--- config.mk ---
export PLATFORM = sky130hd
export DESIGN_NAME = range_sensor_frame_parser_top_flat
export DESIGN_NICKNAME = d
export VERILOG_FILES = /design/src/rtl/rsfp_pkg.sv /design/src/rtl/rsfp_if.sv /design/src/rtl/range_sensor_frame_parser_top.sv /design/src/rtl/rsfp_core.sv /design/src/flat_wrapper.sv
export SDC_FILE = /design/constraint.sdc
export NUM_CORES = 1
export LEC_CHECK = 0
export ABC_CLOCK_PERIOD_IN_PS = 11000
export CAP_MARGIN = 25
export CORE_MARGIN = 2
export CORE_UTILIZATION = 55
export CTS_BUF_LIST = sky130_fd_sc_hd__clkbuf_4
export CTS_CLUSTER_DIAMETER = 40
export DETAILED_ROUTE_END_ITERATION = 8
export DONT_BUFFER_PORTS = 1
export GPL_TIMING_DRIVEN = 0
export PLACE_DENSITY = 0.69
export SYNTH_ARGS = -nofsm -noshare
export SYNTH_HDL_FRONTEND = slang
export SYNTH_HIERARCHICAL = 1
export SYNTH_SLANG_ARGS = --single-unit
--- constraint.sdc ---
create_clock -name clk_i -period 11 [get_ports clk_i]
set_input_delay 2.2 -clock clk_i [delete_from_list [all_inputs] [get_ports clk_i]]
set_output_delay 2.2 -clock clk_i [all_outputs]
set_load 0.01 [all_outputs]
--- src/rtl/rsfp_pkg.sv ---
// ----------------------------------------------------------------------------
// rsfp_pkg: shared types and constants of the range sensor frame parser
// Event codes, field widths, register indexes and reset values.
// ----------------------------------------------------------------------------
package rsfp_pkg;

  localparam int unsigned FRAME_BYTES_DEF = 7;
  localparam int unsigned POS_W           = 4;
  localparam int unsigned CFG_IDX_W       = 2;
  localparam int unsigned CFG_DATA_W      = 16;

  localparam logic [7:0]  HDR_FIRST  = 8'hAA;
  localparam logic [7:0]  HDR_SECOND = 8'hFF;
  localparam logic [15:0] QUAL_KNEE  = 16'hFF00;
  localparam logic [7:0]  QUAL_MAX   = 8'hFF;
  localparam logic [15:0] AGE_MAX    = 16'hFFFF;

  localparam logic [CFG_IDX_W-1:0] REG_MIN_DIST = 2'd0;
  localparam logic [CFG_IDX_W-1:0] REG_MAX_DIST = 2'd1;
  localparam logic [CFG_IDX_W-1:0] REG_TIMEOUT  = 2'd2;

  localparam logic [15:0] MIN_DIST_RST = 16'd20;
  localparam logic [15:0] MAX_DIST_RST = 16'd18000;
  localparam logic [15:0] TIMEOUT_RST  = 16'd100;

  typedef enum logic [2:0] {
    EV_NONE    = 3'd0,
    EV_GOOD    = 3'd1,
    EV_CSUM    = 3'd2,
    EV_RANGE   = 3'd3,
    EV_TIMEOUT = 3'd4
  } event_e;

  typedef struct packed {
    logic [15:0] min_distance_mm;
    logic [15:0] max_distance_mm;
    logic [15:0] timeout_ms;
  } cfg_t;

  typedef struct packed {
    logic [2:0]  event_res;
    logic [15:0] distance_mm;
    logic [7:0]  quality;
    logic        sample_valid;
    logic [15:0] age_ms;
    logic [31:0] good_frames;
    logic [31:0] checksum_errors;
    logic [31:0] range_errors;
  } result_t;

endpackage

--- src/rtl/rsfp_if.sv ---
// ----------------------------------------------------------------------------
// rsfp_if: stream channels of the range sensor frame parser
// Input channel (byte or tick) and result channel, valid/ready handshake.
// ----------------------------------------------------------------------------
interface rsfp_in_if;
  logic       valid;
  logic       ready;
  logic       mode;
  logic [7:0] rx_byte;

  modport source (output valid, output mode, output rx_byte, input ready);
  modport sink   (input valid, input mode, input rx_byte, output ready);
endinterface

interface rsfp_out_if;
  logic        valid;
  logic        ready;
  logic [2:0]  event_res;
  logic [15:0] distance_mm;
  logic [7:0]  quality;
  logic        sample_valid;
  logic [15:0] age_ms;
  logic [31:0] good_frames;
  logic [31:0] checksum_errors;
  logic [31:0] range_errors;

  modport source (output valid, output event_res, output distance_mm, output quality,
                  output sample_valid, output age_ms, output good_frames,
                  output checksum_errors, output range_errors, input ready);
  modport sink   (input valid, input event_res, input distance_mm, input quality,
                  input sample_valid, input age_ms, input good_frames,
                  input checksum_errors, input range_errors, output ready);
endinterface

--- src/rtl/range_sensor_frame_parser_top.sv ---
// ----------------------------------------------------------------------------
// range_sensor_frame_parser_top: serial range sensor frame parser
// The accepted beat goes into the input register, then through the
// parse/update logic into the result register; a result still held on
// the output stalls the beat in the input register.
// Throughput: one beat per cycle while the result channel takes each result.
// Reset: asynchronous active low; clears parser, sample, counters and
// loads register defaults 20 / 18000 / 100. Frame byte store is not reset.
// ----------------------------------------------------------------------------
module range_sensor_frame_parser_top #(
  parameter int unsigned FRAME_BYTES = rsfp_pkg::FRAME_BYTES_DEF
) (
  input  logic                               clk_i,
  input  logic                               rst_ni,
  input  logic                               cfg_we_i,
  input  logic [rsfp_pkg::CFG_IDX_W-1:0]     cfg_idx_i,
  input  logic [rsfp_pkg::CFG_DATA_W-1:0]    cfg_wdata_i,
  rsfp_in_if.sink                            in_i,
  rsfp_out_if.source                         out_o
);

  rsfp_pkg::cfg_t    cfg_q;
  rsfp_pkg::result_t res, res_q;
  logic              s1_valid_q, s1_mode_q;
  logic [7:0]        s1_byte_q;
  logic              out_valid_q;
  logic              adv, in_acc;

  always_ff @(posedge clk_i or negedge rst_ni) begin
    if (!rst_ni) begin
      cfg_q.min_distance_mm <= rsfp_pkg::MIN_DIST_RST;
      cfg_q.max_distance_mm <= rsfp_pkg::MAX_DIST_RST;
      cfg_q.timeout_ms      <= rsfp_pkg::TIMEOUT_RST;
    end else if (cfg_we_i) begin
      unique case (cfg_idx_i)
        rsfp_pkg::REG_MIN_DIST: cfg_q.min_distance_mm <= cfg_wdata_i;
        rsfp_pkg::REG_MAX_DIST: cfg_q.max_distance_mm <= cfg_wdata_i;
        rsfp_pkg::REG_TIMEOUT:  cfg_q.timeout_ms      <= cfg_wdata_i;
        default: ;
      endcase
    end
  end

  // beat advances from the input register when the result slot frees up
  assign adv        = s1_valid_q && (!out_valid_q || out_o.ready);
  assign in_i.ready = !s1_valid_q || adv;
  assign in_acc     = in_i.valid && in_i.ready;

  always_ff @(posedge clk_i or negedge rst_ni) begin
    if (!rst_ni) begin
      s1_valid_q  <= 1'b0;
      out_valid_q <= 1'b0;
    end else begin
      s1_valid_q  <= in_acc || (s1_valid_q && !adv);
      out_valid_q <= adv || (out_valid_q && !out_o.ready);
    end
  end

  always_ff @(posedge clk_i) begin
    if (in_acc) begin
      s1_mode_q <= in_i.mode;
      s1_byte_q <= in_i.rx_byte;
    end
    if (adv) begin
      res_q <= res;
    end
  end

  rsfp_core #(
    .FRAME_BYTES (FRAME_BYTES)
  ) u_core (
    .clk_i     (clk_i),
    .rst_ni    (rst_ni),
    .step_i    (adv),
    .mode_i    (s1_mode_q),
    .rx_byte_i (s1_byte_q),
    .cfg_i     (cfg_q),
    .res_o     (res)
  );

  assign out_o.valid           = out_valid_q;
  assign out_o.event_res       = res_q.event_res;
  assign out_o.distance_mm     = res_q.distance_mm;
  assign out_o.quality         = res_q.quality;
  assign out_o.sample_valid    = res_q.sample_valid;
  assign out_o.age_ms          = res_q.age_ms;
  assign out_o.good_frames     = res_q.good_frames;
  assign out_o.checksum_errors = res_q.checksum_errors;
  assign out_o.range_errors    = res_q.range_errors;

endmodule

--- src/rtl/rsfp_core.sv ---
// ----------------------------------------------------------------------------
// rsfp_core: frame sync, checksum, range check and sample aging
// Updates the parser and sample state for one beat per step and presents
// the state after that beat as a result word.
// ----------------------------------------------------------------------------
module rsfp_core #(
  parameter int unsigned FRAME_BYTES = rsfp_pkg::FRAME_BYTES_DEF
) (
  input  logic             clk_i,
  input  logic             rst_ni,
  input  logic             step_i,
  input  logic             mode_i,
  input  logic [7:0]       rx_byte_i,
  input  rsfp_pkg::cfg_t   cfg_i,
  output rsfp_pkg::result_t res_o
);

  localparam logic [1:0] PH_HDR1 = 2'd0;
  localparam logic [1:0] PH_HDR2 = 2'd1;
  localparam logic [1:0] PH_DATA = 2'd2;

  localparam int unsigned PW = rsfp_pkg::POS_W;
  localparam logic [PW-1:0] POS_FIRST = PW'(2);
  localparam logic [PW-1:0] POS_LAST  = PW'(FRAME_BYTES);

  logic [1:0]    phase_q, phase_d;
  logic [PW-1:0] pos_q, pos_d, pos_inc;
  logic [7:0]    store_q [2:6];
  logic [7:0]    store_d [2:6];
  logic [7:0]    view    [2:6];
  logic [15:0]   dist_q, dist_d;
  logic [7:0]    qual_q, qual_d;
  logic          valid_q, valid_d;
  logic [15:0]   age_q, age_d;
  logic [31:0]   elapsed_q, elapsed_d, elapsed_inc;
  logic [31:0]   good_q, good_d;
  logic [31:0]   csum_q, csum_d;
  logic [31:0]   range_q, range_d;
  logic [7:0]    sum;
  logic [15:0]   dist_rx, strength_rx;
  logic          finish;
  rsfp_pkg::event_e ev;

  always_comb begin
    pos_inc = pos_q + PW'(1);
    finish  = (phase_q == PH_DATA) && ((pos_inc >= POS_LAST) || (pos_inc == '0));
    // frame bytes as they stand after this beat is written
    for (int k = 2; k <= 6; k++) begin
      view[k] = (phase_q == PH_DATA && pos_q == PW'(k)) ? rx_byte_i : store_q[k];
    end
    sum         = view[2] + view[3] + view[4] + view[5];
    dist_rx     = {view[2], view[3]};
    strength_rx = {view[4], view[5]};
    elapsed_inc = (elapsed_q == '1) ? elapsed_q : elapsed_q + 32'd1;
  end

  always_comb begin
    phase_d   = phase_q;
    pos_d     = pos_q;
    store_d   = store_q;
    dist_d    = dist_q;
    qual_d    = qual_q;
    valid_d   = valid_q;
    age_d     = age_q;
    elapsed_d = elapsed_q;
    good_d    = good_q;
    csum_d    = csum_q;
    range_d   = range_q;
    ev        = rsfp_pkg::EV_NONE;
    if (mode_i) begin
      elapsed_d = elapsed_inc;
      if (valid_q && (elapsed_inc > {16'd0, cfg_i.timeout_ms})) begin
        valid_d = 1'b0;
        age_d   = (elapsed_inc > {16'd0, rsfp_pkg::AGE_MAX}) ? rsfp_pkg::AGE_MAX
                                                             : elapsed_inc[15:0];
        ev      = rsfp_pkg::EV_TIMEOUT;
      end
    end else begin
      unique case (phase_q)
        PH_HDR2: begin
          if (rx_byte_i == rsfp_pkg::HDR_SECOND) begin
            pos_d   = POS_FIRST;
            phase_d = PH_DATA;
          end else begin
            phase_d = PH_HDR1;
          end
        end
        PH_DATA: begin
          for (int k = 2; k <= 6; k++) begin
            store_d[k] = view[k];
          end
          pos_d = pos_inc;
          if (finish) begin
            phase_d = PH_HDR1;
            pos_d   = '0;
            if (sum != view[6]) begin
              csum_d = csum_q + 32'd1;
              ev     = rsfp_pkg::EV_CSUM;
            end else if (dist_rx < cfg_i.min_distance_mm ||
                         dist_rx > cfg_i.max_distance_mm) begin
              range_d = range_q + 32'd1;
              valid_d = 1'b0;
              ev      = rsfp_pkg::EV_RANGE;
            end else begin
              dist_d    = dist_rx;
              qual_d    = (strength_rx > rsfp_pkg::QUAL_KNEE) ? rsfp_pkg::QUAL_MAX
                                                              : strength_rx[15:8];
              age_d     = '0;
              valid_d   = 1'b1;
              elapsed_d = '0;
              good_d    = good_q + 32'd1;
              ev        = rsfp_pkg::EV_GOOD;
            end
          end
        end
        default: begin
          // header hunt, also taken by the unused phase code
          phase_d = (rx_byte_i == rsfp_pkg::HDR_FIRST) ? PH_HDR2 : PH_HDR1;
        end
      endcase
    end
  end

  always_ff @(posedge clk_i or negedge rst_ni) begin
    if (!rst_ni) begin
      phase_q   <= PH_HDR1;
      pos_q     <= '0;
      dist_q    <= '0;
      qual_q    <= '0;
      valid_q   <= 1'b0;
      age_q     <= '0;
      elapsed_q <= '0;
      good_q    <= '0;
      csum_q    <= '0;
      range_q   <= '0;
    end else if (step_i) begin
      phase_q   <= phase_d;
      pos_q     <= pos_d;
      dist_q    <= dist_d;
      qual_q    <= qual_d;
      valid_q   <= valid_d;
      age_q     <= age_d;
      elapsed_q <= elapsed_d;
      good_q    <= good_d;
      csum_q    <= csum_d;
      range_q   <= range_d;
    end
  end

  always_ff @(posedge clk_i) begin
    if (step_i) begin
      store_q <= store_d;
    end
  end

  assign res_o.event_res       = ev;
  assign res_o.distance_mm     = dist_d;
  assign res_o.quality         = qual_d;
  assign res_o.sample_valid    = valid_d;
  assign res_o.age_ms          = age_d;
  assign res_o.good_frames     = good_d;
  assign res_o.checksum_errors = csum_d;
  assign res_o.range_errors    = range_d;

`ifndef SYNTHESIS
  a_data_pos: assert property (@(posedge clk_i) disable iff (!rst_ni)
    phase_q == PH_DATA |-> (pos_q >= POS_FIRST && pos_q < POS_LAST))
    else $error("byte position outside frame body");

  a_good_clears_age: assert property (@(posedge clk_i) disable iff (!rst_ni)
    step_i && ev == rsfp_pkg::EV_GOOD |=> valid_q && elapsed_q == '0 && age_q == '0)
    else $error("good frame did not refresh sample");

  a_timeout_invalid: assert property (@(posedge clk_i) disable iff (!rst_ni)
    step_i && ev == rsfp_pkg::EV_TIMEOUT |=> !valid_q && phase_q == $past(phase_q))
    else $error("timeout left sample valid or moved parser");

  a_tick_no_frame: assert property (@(posedge clk_i) disable iff (!rst_ni)
    step_i && mode_i |=> $stable(good_q) && $stable(csum_q) && $stable(range_q))
    else $error("tick changed frame counters");
`endif

endmodule

--- src/flat_wrapper.sv ---
// flat-port wrapper written by rule: the top's interface ports become plain ports
module range_sensor_frame_parser_top_flat 
#(
  parameter int unsigned FRAME_BYTES = rsfp_pkg::FRAME_BYTES_DEF
)
  (clk_i, rst_ni, cfg_we_i, cfg_idx_i, cfg_wdata_i, in_i_valid, in_i_mode, in_i_rx_byte, in_i_ready, out_o_valid, out_o_event_res, out_o_distance_mm, out_o_quality, out_o_sample_valid, out_o_age_ms, out_o_good_frames, out_o_checksum_errors, out_o_range_errors, out_o_ready);
  rsfp_in_if in_i_i ();
  rsfp_out_if out_o_i ();
  input  logic clk_i;
  input  logic rst_ni;
  input  logic cfg_we_i;
  input  logic [rsfp_pkg::CFG_IDX_W-1:0] cfg_idx_i;
  input  logic [rsfp_pkg::CFG_DATA_W-1:0] cfg_wdata_i;
  input wire logic [$bits(in_i_i.valid)-1:0] in_i_valid;
  input wire logic [$bits(in_i_i.mode)-1:0] in_i_mode;
  input wire logic [$bits(in_i_i.rx_byte)-1:0] in_i_rx_byte;
  output wire logic [$bits(in_i_i.ready)-1:0] in_i_ready;
  output wire logic [$bits(out_o_i.valid)-1:0] out_o_valid;
  output wire logic [$bits(out_o_i.event_res)-1:0] out_o_event_res;
  output wire logic [$bits(out_o_i.distance_mm)-1:0] out_o_distance_mm;
  output wire logic [$bits(out_o_i.quality)-1:0] out_o_quality;
  output wire logic [$bits(out_o_i.sample_valid)-1:0] out_o_sample_valid;
  output wire logic [$bits(out_o_i.age_ms)-1:0] out_o_age_ms;
  output wire logic [$bits(out_o_i.good_frames)-1:0] out_o_good_frames;
  output wire logic [$bits(out_o_i.checksum_errors)-1:0] out_o_checksum_errors;
  output wire logic [$bits(out_o_i.range_errors)-1:0] out_o_range_errors;
  input wire logic [$bits(out_o_i.ready)-1:0] out_o_ready;
  assign in_i_i.valid = in_i_valid;
  assign in_i_i.mode = in_i_mode;
  assign in_i_i.rx_byte = in_i_rx_byte;
  assign in_i_ready = in_i_i.ready;
  assign out_o_valid = out_o_i.valid;
  assign out_o_event_res = out_o_i.event_res;
  assign out_o_distance_mm = out_o_i.distance_mm;
  assign out_o_quality = out_o_i.quality;
  assign out_o_sample_valid = out_o_i.sample_valid;
  assign out_o_age_ms = out_o_i.age_ms;
  assign out_o_good_frames = out_o_i.good_frames;
  assign out_o_checksum_errors = out_o_i.checksum_errors;
  assign out_o_range_errors = out_o_i.range_errors;
  assign out_o_i.ready = out_o_ready;
  range_sensor_frame_parser_top #(.FRAME_BYTES(FRAME_BYTES)) u_core (.clk_i(clk_i), .rst_ni(rst_ni), .cfg_we_i(cfg_we_i), .cfg_idx_i(cfg_idx_i), .cfg_wdata_i(cfg_wdata_i), .in_i(in_i_i), .out_o(out_o_i));
endmodule
# After elaboration in Yosys (flattened, before gate mapping)
# Cells that the tools add are included.
[op_classes] order_cmp=6 muxes=62 addsub=8 bitwise=1 reduce_logical=33 eq_ne=17
[op_table] operator="32-bit two-way mux" n=20
[op_table] operator="16-bit two-way mux" n=12
[op_table] operator="32-bit by 1-bit adder with 32-bit output (second input constant)" n=4
[op_table] operator="8-bit two-way mux" n=11
[op_table] operator="32-bit equality test (second input constant)" n=1
[op_table] operator="32-bit by 16-bit greater-than comparator with 1-bit output" n=1
[op_table] operator="32-bit by 16-bit greater-than comparator with 1-bit output (second input constant)" n=1
[op_table] operator="8-bit adder" n=3
[op_table] operator="8-bit equality test (second input constant)" n=2
[op_table] operator="16-bit greater-than comparator" n=1
[op_table] operator="16-bit greater-than comparator (second input constant)" n=1
[op_table] operator="16-bit < comparator" n=1
[op_table] operator="4-bit by 3-bit equality test with 1-bit output (second input constant)" n=3
[op_table] operator="2-bit two-way mux" n=6
[op_table] operator="1-bit logical AND" n=11
[op_table] operator="4-bit by 2-bit equality test with 1-bit output (second input constant)" n=2
[op_table] operator="4-bit two-way mux" n=2
[op_table] operator="8-bit != test" n=1
[op_table] operator="4-bit one-hot mux with 2 select lines" n=1
[op_table] operator="1-bit two-way mux" n=7
[op_table] operator="1-bit logical OR" n=6
[op_table] operator="3-bit two-way mux" n=2
[op_table] operator="2-bit AND reduction" n=3
[op_table] operator="3-bit AND reduction" n=2
[op_table] operator="14 further kinds" n=23
[totals] inputBits=32 output_inout_bits=142 register_bits=414 word_cells=157

# Logic depth before layout (Yosys ltp)
# Gate-level depths: netlist (run 1).
[depth] word_depth=11 depth_mapped=24 mapped_depth_nobuf=20

# Hierarchy
# The synthesis (run 1) kept the hierarchy.
[by_module_without_submodules] module="rsfp_core" cells_per_inst=1666 seq_area_each_um2=5580.4 n_inst=1 area_each_um2=15105.7
[by_module_without_submodules] module="range_sensor_frame_parser_top" cells_per_inst=259 seq_area_each_um2=5738.0 n_inst=1 area_each_um2=6391.1

# Worst setup path after synthesis (run 1)
# Ideal clock, no wire load.
[synth_timing] path_kind="input to register" from="input port out_o_ready" to="register u_core.u_core.dist_q[2]" arrival_time_ns=10.008 path_slack_ns=0.850 stages=12 n_path_buf=3 cell_sequence="nand2b_1 and2_1 clkbuf_1 inv_1 nor3_1 nand2_1 nor4_1 nand4_1 clkbuf_1 clkbuf_1 nand2_1 o21ai_0"
[synth_via] elab_chain_len=2
[synth_lines] element="from (decl)" line_no="flat_wrapper.sv:27" source="input wire logic [$bits(out_o_i.ready)-1:0] out_o_ready;"
[synth_lines] element="1-bit logical OR" line_no="range_sensor_frame_parser_top.sv:45" source="assign adv = s1_valid_q && (!out_valid_q || out_o.ready);"
[synth_lines] element="1-bit logical AND" line_no="range_sensor_frame_parser_top.sv:45"
[synth_lines] element="via u_core.adv" line_no="range_sensor_frame_parser_top.sv:27" source="logic adv, in_acc;"
[synth_lines] element="to (signal assigned)" line_no="rsfp_core.sv:139" source="dist_q <= dist_d;"
[synth_lines] element="to (decl)" line_no="rsfp_core.sv:31" source="logic [15:0] dist_q, dist_d;"
# The timed path passes the listed nets, and every way through them passes these cells.
# A chain may end at the register's enable or synchronous reset.

==> results.tsv, run 1 <==
metric	value	unit
Max VDD drop	0.114	mV
crit path capture type	register	
Sequential cell area	11300	sq um
# IOs	174	
pre-CTS setup slack	4.23	ns
Worst R2R End	u_core/out_o.age_ms[7]	
status	finished, final reports clean	
drt initial violations	1165	
Final Hold Slack	0.481	ns
Final Slew Violations	0	
crit-path max FO	10	
layout cells sized above 1	15.8	%
Worst Path Required	11.50	ns
via/cell ratio	5.81	
clock-pin slew of the registers on the worst-case setup and hold paths	0.07	ns
Final period util	63.0	%
relative slew slack	31.0	%
switching portion of total power	27.0	%
Comb power frac	11.0	%
Mapped Nets	2032	
final non-filler cell total	2660	
Synth area leader	edfxtp_1	
drt wl/cell	19.2	microns
CP endpoint	u_core/out_o.age_ms[7]	
top-area cell type share of the netlist area	26.4	%
Site Rows	72	
Yosys reg bits	414	
Unique masters post-synth	84	
most frequent cell after synthesis	dfrtp_1	
met1 GRT Util	34.0	%
Worst EP arrival	7.43	ns
Main synth FF type	dfrtp_1	
post-synthesis sequential area ratio	52.7	%
Avg Inst Size Synth	11.2	sq um
Total Routed Length	51100	microns
reg-to-reg slack, setup	4.07	ns
setup violators final	0	
initial antenna violation count	10	
full die area	40700	sq um
setup bufs post-CTS	0	
Slowest-stage cell, CP	xor2_1	
static leakage	9.97	nW
RSZ-0062 raised after global routing	false	
CP cell instances	ha_1 > nor4bb_1 > buf_2 > mux2i_1 > xnor2_1 > ha_1 > inv_1 > fa_1 > inv_1 > ha_1 > fa_1 > a21o_1 > a21oi_1 > o21ai_0 > xnor3_2 > xor2_1 > nand2_2 > o31ai_2 > buf_2 > o221ai_1	
vias in the first global route	15200	
Gate Count Post-Synth	1925	
Worst Skew	0.0429	ns
Residual DRC	0	
max cap viols	0	
Max Clk Rate	144	MHz
most frequent cells after synthesis	dfrtp_1, edfxtp_1, nand2_1	
Die Width	202	microns
clock buffer depth	3	
Port Buffers	0	
vias after detailed routing	15500	
Clk network pwr share	37.9	%
filler instances	3197	
Area growth syn-to-layout	10.3	%
cts repair resizes	0	
CTS tree	built	
antenna violation net count after detailed routing	0	
worst r2r src	u_core/u_core/pos_q[1]	
Crit Path Class	register to register	
# hold bufs at CTS	0	
min cycle time layout	6.93	ns
cell count after placement	2451	
largest net degree at the start of global routing	226	
GRT Max-Usage Layer	met2	
Seq pwr share	51.1	%
Largest delay share family, worst path	adder cells	
final hold vios	0	
crit path from	u_core/u_core/pos_q[1]	
total CTS buffers	107	
Clk Latency, worst-skew pair	0.82	ns
worst slew pin tran	1.01	ns
Congestion Overflow GR	0	
crit path buf inv count	4	
critical path depth	20	
most frequent CP cell	ha_1	
Mapped Area	21500	sq um
Detail Placement HPWL	36000	microns
Setup TNS	0	ns
Post-synth EDFFs	189	
Ys Warns	6	
cell-internal power	0.00262	W
first-pass GRT wire length	82100	microns
startpoint types	register	
Post-synth ARST share	54.3	%
Clock Sinks	414	
total track usage	25.4	%
worst min-delay path category	register to register	
GR Layer Usage met3	6.28	%
Starting Density	55.6	%
Die Y	202	microns
top cells by area, synth	edfxtp_1, dfrtp_1, xnor2_1	
net switching power figure	0.000968	W
pwr dens	151	nW/um^2
RePlAce Congestion	0.897	
GR Util met2	40.7	%
CP peak stage delay	0.71	ns
area of the core	38600	sq um
Final Worst Setup Slack	4.07	ns
root buffer selected by CTS	clkbuf_4	
detailed-router iteration count before antenna repair	6	
multi-input combinational cell area	9320	sq um
cell depth of the worst flop-to-flop path	20	
CTS HTree Levels	3	
Final #Nets	2149	
## routing by layer
metal,up-vias,share of wire [%],wire [microns]
met2,524,47,24200
met1,7573,44,22400
met4,6,2.1,1060
met3,85,6.8,3500
met5,-,0.070,36
li1,7266,-,-
## area by class of cell
cell class | instances | share of cell area (%)
diodes | 5 | 0.0528
plain buffers | 96 | 1.81
clock buffers | 161 | 5.10
clock inverters | 43 | 1.00
inverters | 117 | 1.85
multi-input cells | 1298 | 39.3
flip-flops and latches | 414 | 47.7
well taps | 518 | 2.73
repair buffers | 8 | 0.454
## how the worst min path moves through the flow
stage                             from                      end  slack, ns  cells after the start
3_5_place_dp   u_core/u_core/dist_q[9]  u_core/u_core/dist_q[9]       0.47                      2
4_1_cts              u_core/s1_valid_q       u_core/out_o.valid       0.48                      1
5_1_grt              u_core/s1_valid_q       u_core/out_o.valid       0.49                      1
6_report             u_core/s1_valid_q       u_core/out_o.valid       0.48                      1
2_1_floorplan        u_core/s1_valid_q       u_core/out_o.valid       0.45                      1
3_3_place_gp         u_core/s1_valid_q       u_core/out_o.valid       0.45                      1
## stage by stage
step | total power, W | utilization (%) | cell area [sq um]
5_1_grt | 0.00377 | 61.4 | 23700
2_1_floorplan | 0.00213 | - | 21500
3_5_place_dp | 0.00225 | 57.6 | 22300
4_1_cts | 0.00363 | 61.3 | 23700
6_report | 0.00359 | 61.4 | 23700
3_3_place_gp | 0.00224 | 57.3 | 22100
## cells in the final DEF (no fill, tap or decap), types with 6 or more instances in the layout
| master | count |
|---|---|
| dfrtp_1 | 215 |
| a31oi_1 | 14 |
| a211oi_1 | 9 |
| nand4_1 | 57 |
| xnor2_1 | 126 |
| nand2b_1 | 9 |
| or3_1 | 7 |
| fa_1 | 11 |
| nor2b_1 | 8 |
| nand3_1 | 94 |
| a22o_1 | 14 |
| a22oi_1 | 17 |
| and3_1 | 47 |
| clkinv_1 | 27 |
| and2_1 | 12 |
| nor4_1 | 38 |
| clkbuf_4 | 161 |
| mux2_2 | 74 |
| nand2_1 | 171 |
| o21ai_1 | 12 |
| xor2_1 | 97 |
| edfxtp_1 | 189 |
| a21o_1 | 10 |
| a21oi_1 | 48 |
| o211ai_1 | 7 |
| buf_2 | 27 |
| dfstp_2 | 10 |
| clkinv_2 | 9 |
| o21ai_0 | 57 |
| o221ai_1 | 16 |
| ha_1 | 64 |
| o41ai_1 | 15 |
| or2_2 | 6 |
| inv_1 | 115 |
| mux2i_1 | 29 |
| clkbuf_1 | 60 |
| o21a_1 | 7 |
| and4_1 | 17 |
| nor3_1 | 39 |
| nor2_1 | 98 |
## worst register-to-register path, cell delays in order, from the launching register on
cell and delay (ns):
dfrtp_1 0.46, ha_1 0.33, nor4bb_1 0.28, buf_2 0.31, mux2i_1 0.55, xnor2_1 0.13, ha_1 0.29, inv_1 0.07
fa_1 0.51, inv_1 0.04, ha_1 0.22, fa_1 0.40, a21o_1 0.19, a21oi_1 0.22, o21ai_0 0.17, xnor3_2 0.28
xor2_1 0.71, nand2_2 0.32, o31ai_2 0.61, buf_2 0.35, o221ai_1 0.19
## cell families after synthesis
logic type      after synthesis  synth area share [%]
compound gates              260                  8.47
buf+inv                     213                  4.05
flops                       414                  52.7
xor+xnor                    226                  9.42
simple gates                630                  15.2
fa+ha+maj                    76                  4.80
mux                         106                  5.46
## power by group through the flow
stage / logic, W / clock network [W] / registers [W]
3_5_place_dp: 0.000388 / 0 / 0.00186
5_1_grt: 0.000437 / 0.00149 / 0.00185
6_report: 0.000395 / 0.00136 / 0.00183
4_1_cts: 0.000392 / 0.00140 / 0.00183
2_1_floorplan: 0.000285 / 0 / 0.00185
3_3_place_gp: 0.000370 / 0 / 0.00187
## sequential cells by signal (all words and copies together) (netlist names), 4 cells and up
name	flops
u_core/u_core/elapsed_q	32
u_core/cfg_q	48
u_core/out_o.good_frames	32
u_core/out_o.distance_mm	16
u_core/u_core/age_q	16
u_core/out_o.quality	8
u_core/u_core/good_q	32
u_core/u_core/qual_q	8
u_core/u_core/store_q	40
u_core/out_o.checksum_errors	32
u_core/u_core/csum_q	32
u_core/out_o.age_ms	16
u_core/u_core/range_q	32
u_core/out_o.range_errors	32
u_core/u_core/dist_q	16
u_core/u_core/pos_q	4
u_core/s1_byte_q	8
No activity file was read; power rests on OpenSTA's default activity.
==> run 2, diff against run 1 <==
--- a/config.mk
+++ b/config.mk
@@ -5,7 +5,7 @@
 export SDC_FILE = /design/constraint.sdc
 export NUM_CORES = 1
 export LEC_CHECK = 0
-export ABC_CLOCK_PERIOD_IN_PS = 11000
+export ABC_CLOCK_PERIOD_IN_PS = 6800
 export CAP_MARGIN = 25
 export CORE_MARGIN = 2
 export CORE_UTILIZATION = 55
==> constraint.sdc (replaced) <==
create_clock -name clk_i -period 6.8 [get_ports clk_i]
set_input_delay 1.36 -clock clk_i [delete_from_list [all_inputs] [get_ports clk_i]]
set_output_delay 1.36 -clock clk_i [all_outputs]
set_load 0.01 [all_outputs]
==> run 2 against run 1 <==
Clock-buffer cell count fell by 12; total power is 62% higher; largest cell class unchanged; critical endpoint is now u_core/out_o.age_ms[8]; sequential power rose by 62%; sequential share of layout area is essentially flat.
==> results.tsv, run 2 (same netlist as run 1, synthesis figures left out) <==
metric	value	unit	change
status	finished, final reports clean		
layout cells sized above 1	15.4	%	-0.33 points
CP peak stage delay	0.50	ns	-0.21 ns
Die Y	202	microns	unchanged
Worst Skew	0.0555	ns	+0.0126 ns
most frequent cells in the layout	dfrtp_1, edfxtp_1, nand2_1, clkbuf_4, xnor2_1		
most frequent CP cell	ha_1		
Total Routed Length	50700	microns	-0.81%
Congestion Overflow GR	0		unchanged
clock buffer depth	3		unchanged
CP cell instances	ha_1 > nor4bb_1 > buf_2 > mux2i_1 > xnor2_1 > ha_1 > inv_1 > fa_1 > inv_1 > ha_1 > fa_1 > a21o_1 > a21oi_1 > o21ai_0 > xnor3_2 > xor2_2 > nand2_2 > o31ai_4 > buf_2 > o221ai_1		
final hold vios	0		unchanged
Max Clk Rate	155	MHz	+7.4%
largest net degree at the start of global routing	226		unchanged
critical path depth	20		unchanged
pwr dens	245	nW/um^2	+62%
Port Buffers	0		unchanged
max reg flops	48		unchanged
total track usage	25.3	%	-0.075 points
Worst EP arrival	6.96	ns	-0.47 ns
relative slew slack	28.5	%	-2.5 points
full die area	40700	sq um	unchanged
worst min-delay path category	input port to async pin		
RePlAce Congestion	0.874		-2.6%
cell depth of the worst flop-to-flop path	20		unchanged
Detail Placement HPWL	35500	microns	-1.6%
Worst R2R End	u_core/out_o.age_ms[8]		
drt wl/cell	19.1	microns	-0.89%
Slowest-stage cell, CP	mux2i_1		
# IOs	174		unchanged
Worst Path Required	7.30	ns	-4.20 ns
crit path capture type	register		
static leakage	9.96	nW	-0.15%
startpoint types	register		
vias in the first global route	15300		+0.88%
first-pass GRT wire length	81700	microns	-0.39%
crit path from	u_core/u_core/pos_q[0]		
Clock Sinks	414		unchanged
final instance area	23700	sq um	about the same
antenna violation net count after detailed routing	0		unchanged
Residual DRC	0		unchanged
initial antenna violation count	10		unchanged
total CTS buffers	108		+0.93%
crit-path max FO	10		unchanged
setup violators final	0		unchanged
CP endpoint	u_core/out_o.age_ms[8]		
drt initial violations	1004		-14%
Site Rows	72		unchanged
Starting Density	55.6	%	unchanged
clock-pin slew of the registers on the worst-case setup and hold paths	0.06	ns	about the same
worst r2r src	u_core/u_core/pos_q[0]		
Crit Path Class	register to register		
root buffer selected by CTS	clkbuf_4		
largest registers	u_core/cfg_q (48), u_core/u_core/store_q (40)		
CTS HTree Levels	3		unchanged
most flop-heavy register	u_core/cfg_q		
min cycle time layout	6.46	ns	-0.476 ns
Clk Latency, worst-skew pair	0.84	ns	+0.02 ns
Largest delay share family, worst path	adder cells		
Final Hold Slack	0.257	ns	-0.224 ns
via/cell ratio	5.82		+0.26%
Final period util	94.9	%	+32 points
setup bufs post-CTS	0		unchanged
Max VDD drop	0.164	mV	+43%
crit path buf inv count	4		unchanged
Area growth syn-to-layout	10.4	%	about the same
reg-to-reg slack, setup	0.34	ns	-3.72 ns
Final Slew Violations	0		unchanged
detailed-router iteration count before antenna repair	6		unchanged
CTS tree	built		
area of the core	38600	sq um	unchanged
vias after detailed routing	15500		+0.34%
Die Width	202	microns	unchanged
RSZ-0062 raised after global routing	false		
max cap viols	0		unchanged
commonest non-fill, non-tap cell in the layout	dfrtp_1		
worst slew pin tran	1.04	ns	+0.0361 ns
Setup TNS	0	ns	unchanged
Post-DP Area	22200	sq um	-0.20%
Final #Nets	2148		-0.047%
## run 2: cell count changes in the layout (fill, tap and decap cells not counted), moves of 2 or more
cell / delta
clkinv_1: +9
buf_6: -3
inv_2: -2
clkbuf_4: -12
diode_2: +2
clkinv_4: +3
clkinv_2: +4
## run 2: worst min-delay path by stage
| stage | from | end | slack [ns] |
|---|---|---|---|
| after global routing | rst_ni | u_core/u_core/range_q[18] | 0.19 |
| after CTS | rst_ni | u_core/u_core/range_q[20] | 0.14 |
| final | rst_ni | u_core/u_core/range_q[18] | 0.26 |
| after detailed placement | u_core/u_core/dist_q[7] | u_core/u_core/dist_q[7] | 0.47 |
| after floorplan | u_core/s1_valid_q | u_core/out_o.valid | 0.45 |
| after global placement | u_core/u_core/dist_q[2] | u_core/u_core/dist_q[2] | 0.46 |
## run 2: final cells by class
cell class	count	area, sq um
clock inverters	57	332
repair buffers	6	81.3
plain buffers	96	430
flip-flops and latches	414	11300
diodes	7	17.5
multi-input cells	1298	9340
inverters	117	439
clock buffers	149	1120
fillers	3152	14900
well taps	518	648
## run 2: power by group
group | total [W] | internal [W] | switching, W
logic | 0.000634 | 0.000244 | 0.000390
clock network | 0.00220 | 0.00115 | 0.00106
registers | 0.00297 | 0.00282 | 0.000147
## run 2: metrics by stage
| stage | power (W) | setup WS (ns) | cells | util, % |
|---|---|---|---|---|
| floorplan | 0.00344 | 0.276 | 1925 | - |
| detailed placement | 0.00364 | 0.0714 | 2448 | 57.5 |
| global route | 0.00610 | 0.000337 | 2657 | 61.4 |
| CTS | 0.00587 | 0.00457 | 2654 | 61.2 |
| finish | 0.00581 | 0.344 | 2662 | 61.4 |
| global placement | 0.00362 | -2.09 | 2443 | 57.3 |
## run 2: routing by layer
metal / GRT usage [%] / vias up / share of wire [%]
li1: - / 7259 / -
met1: 33.4 / 7549 / 43
met2: 39.5 / 578 / 46
met3: 7.00 / 114 / 7.9
met4: 10.7 / 6 / 2.8
met5: 0 / - / 0.071
## run 2: what timing repair did
action                     CTS  global route
setup endpoints to repair    0            93
resized for setup            0             3
hold buffers                 0             0
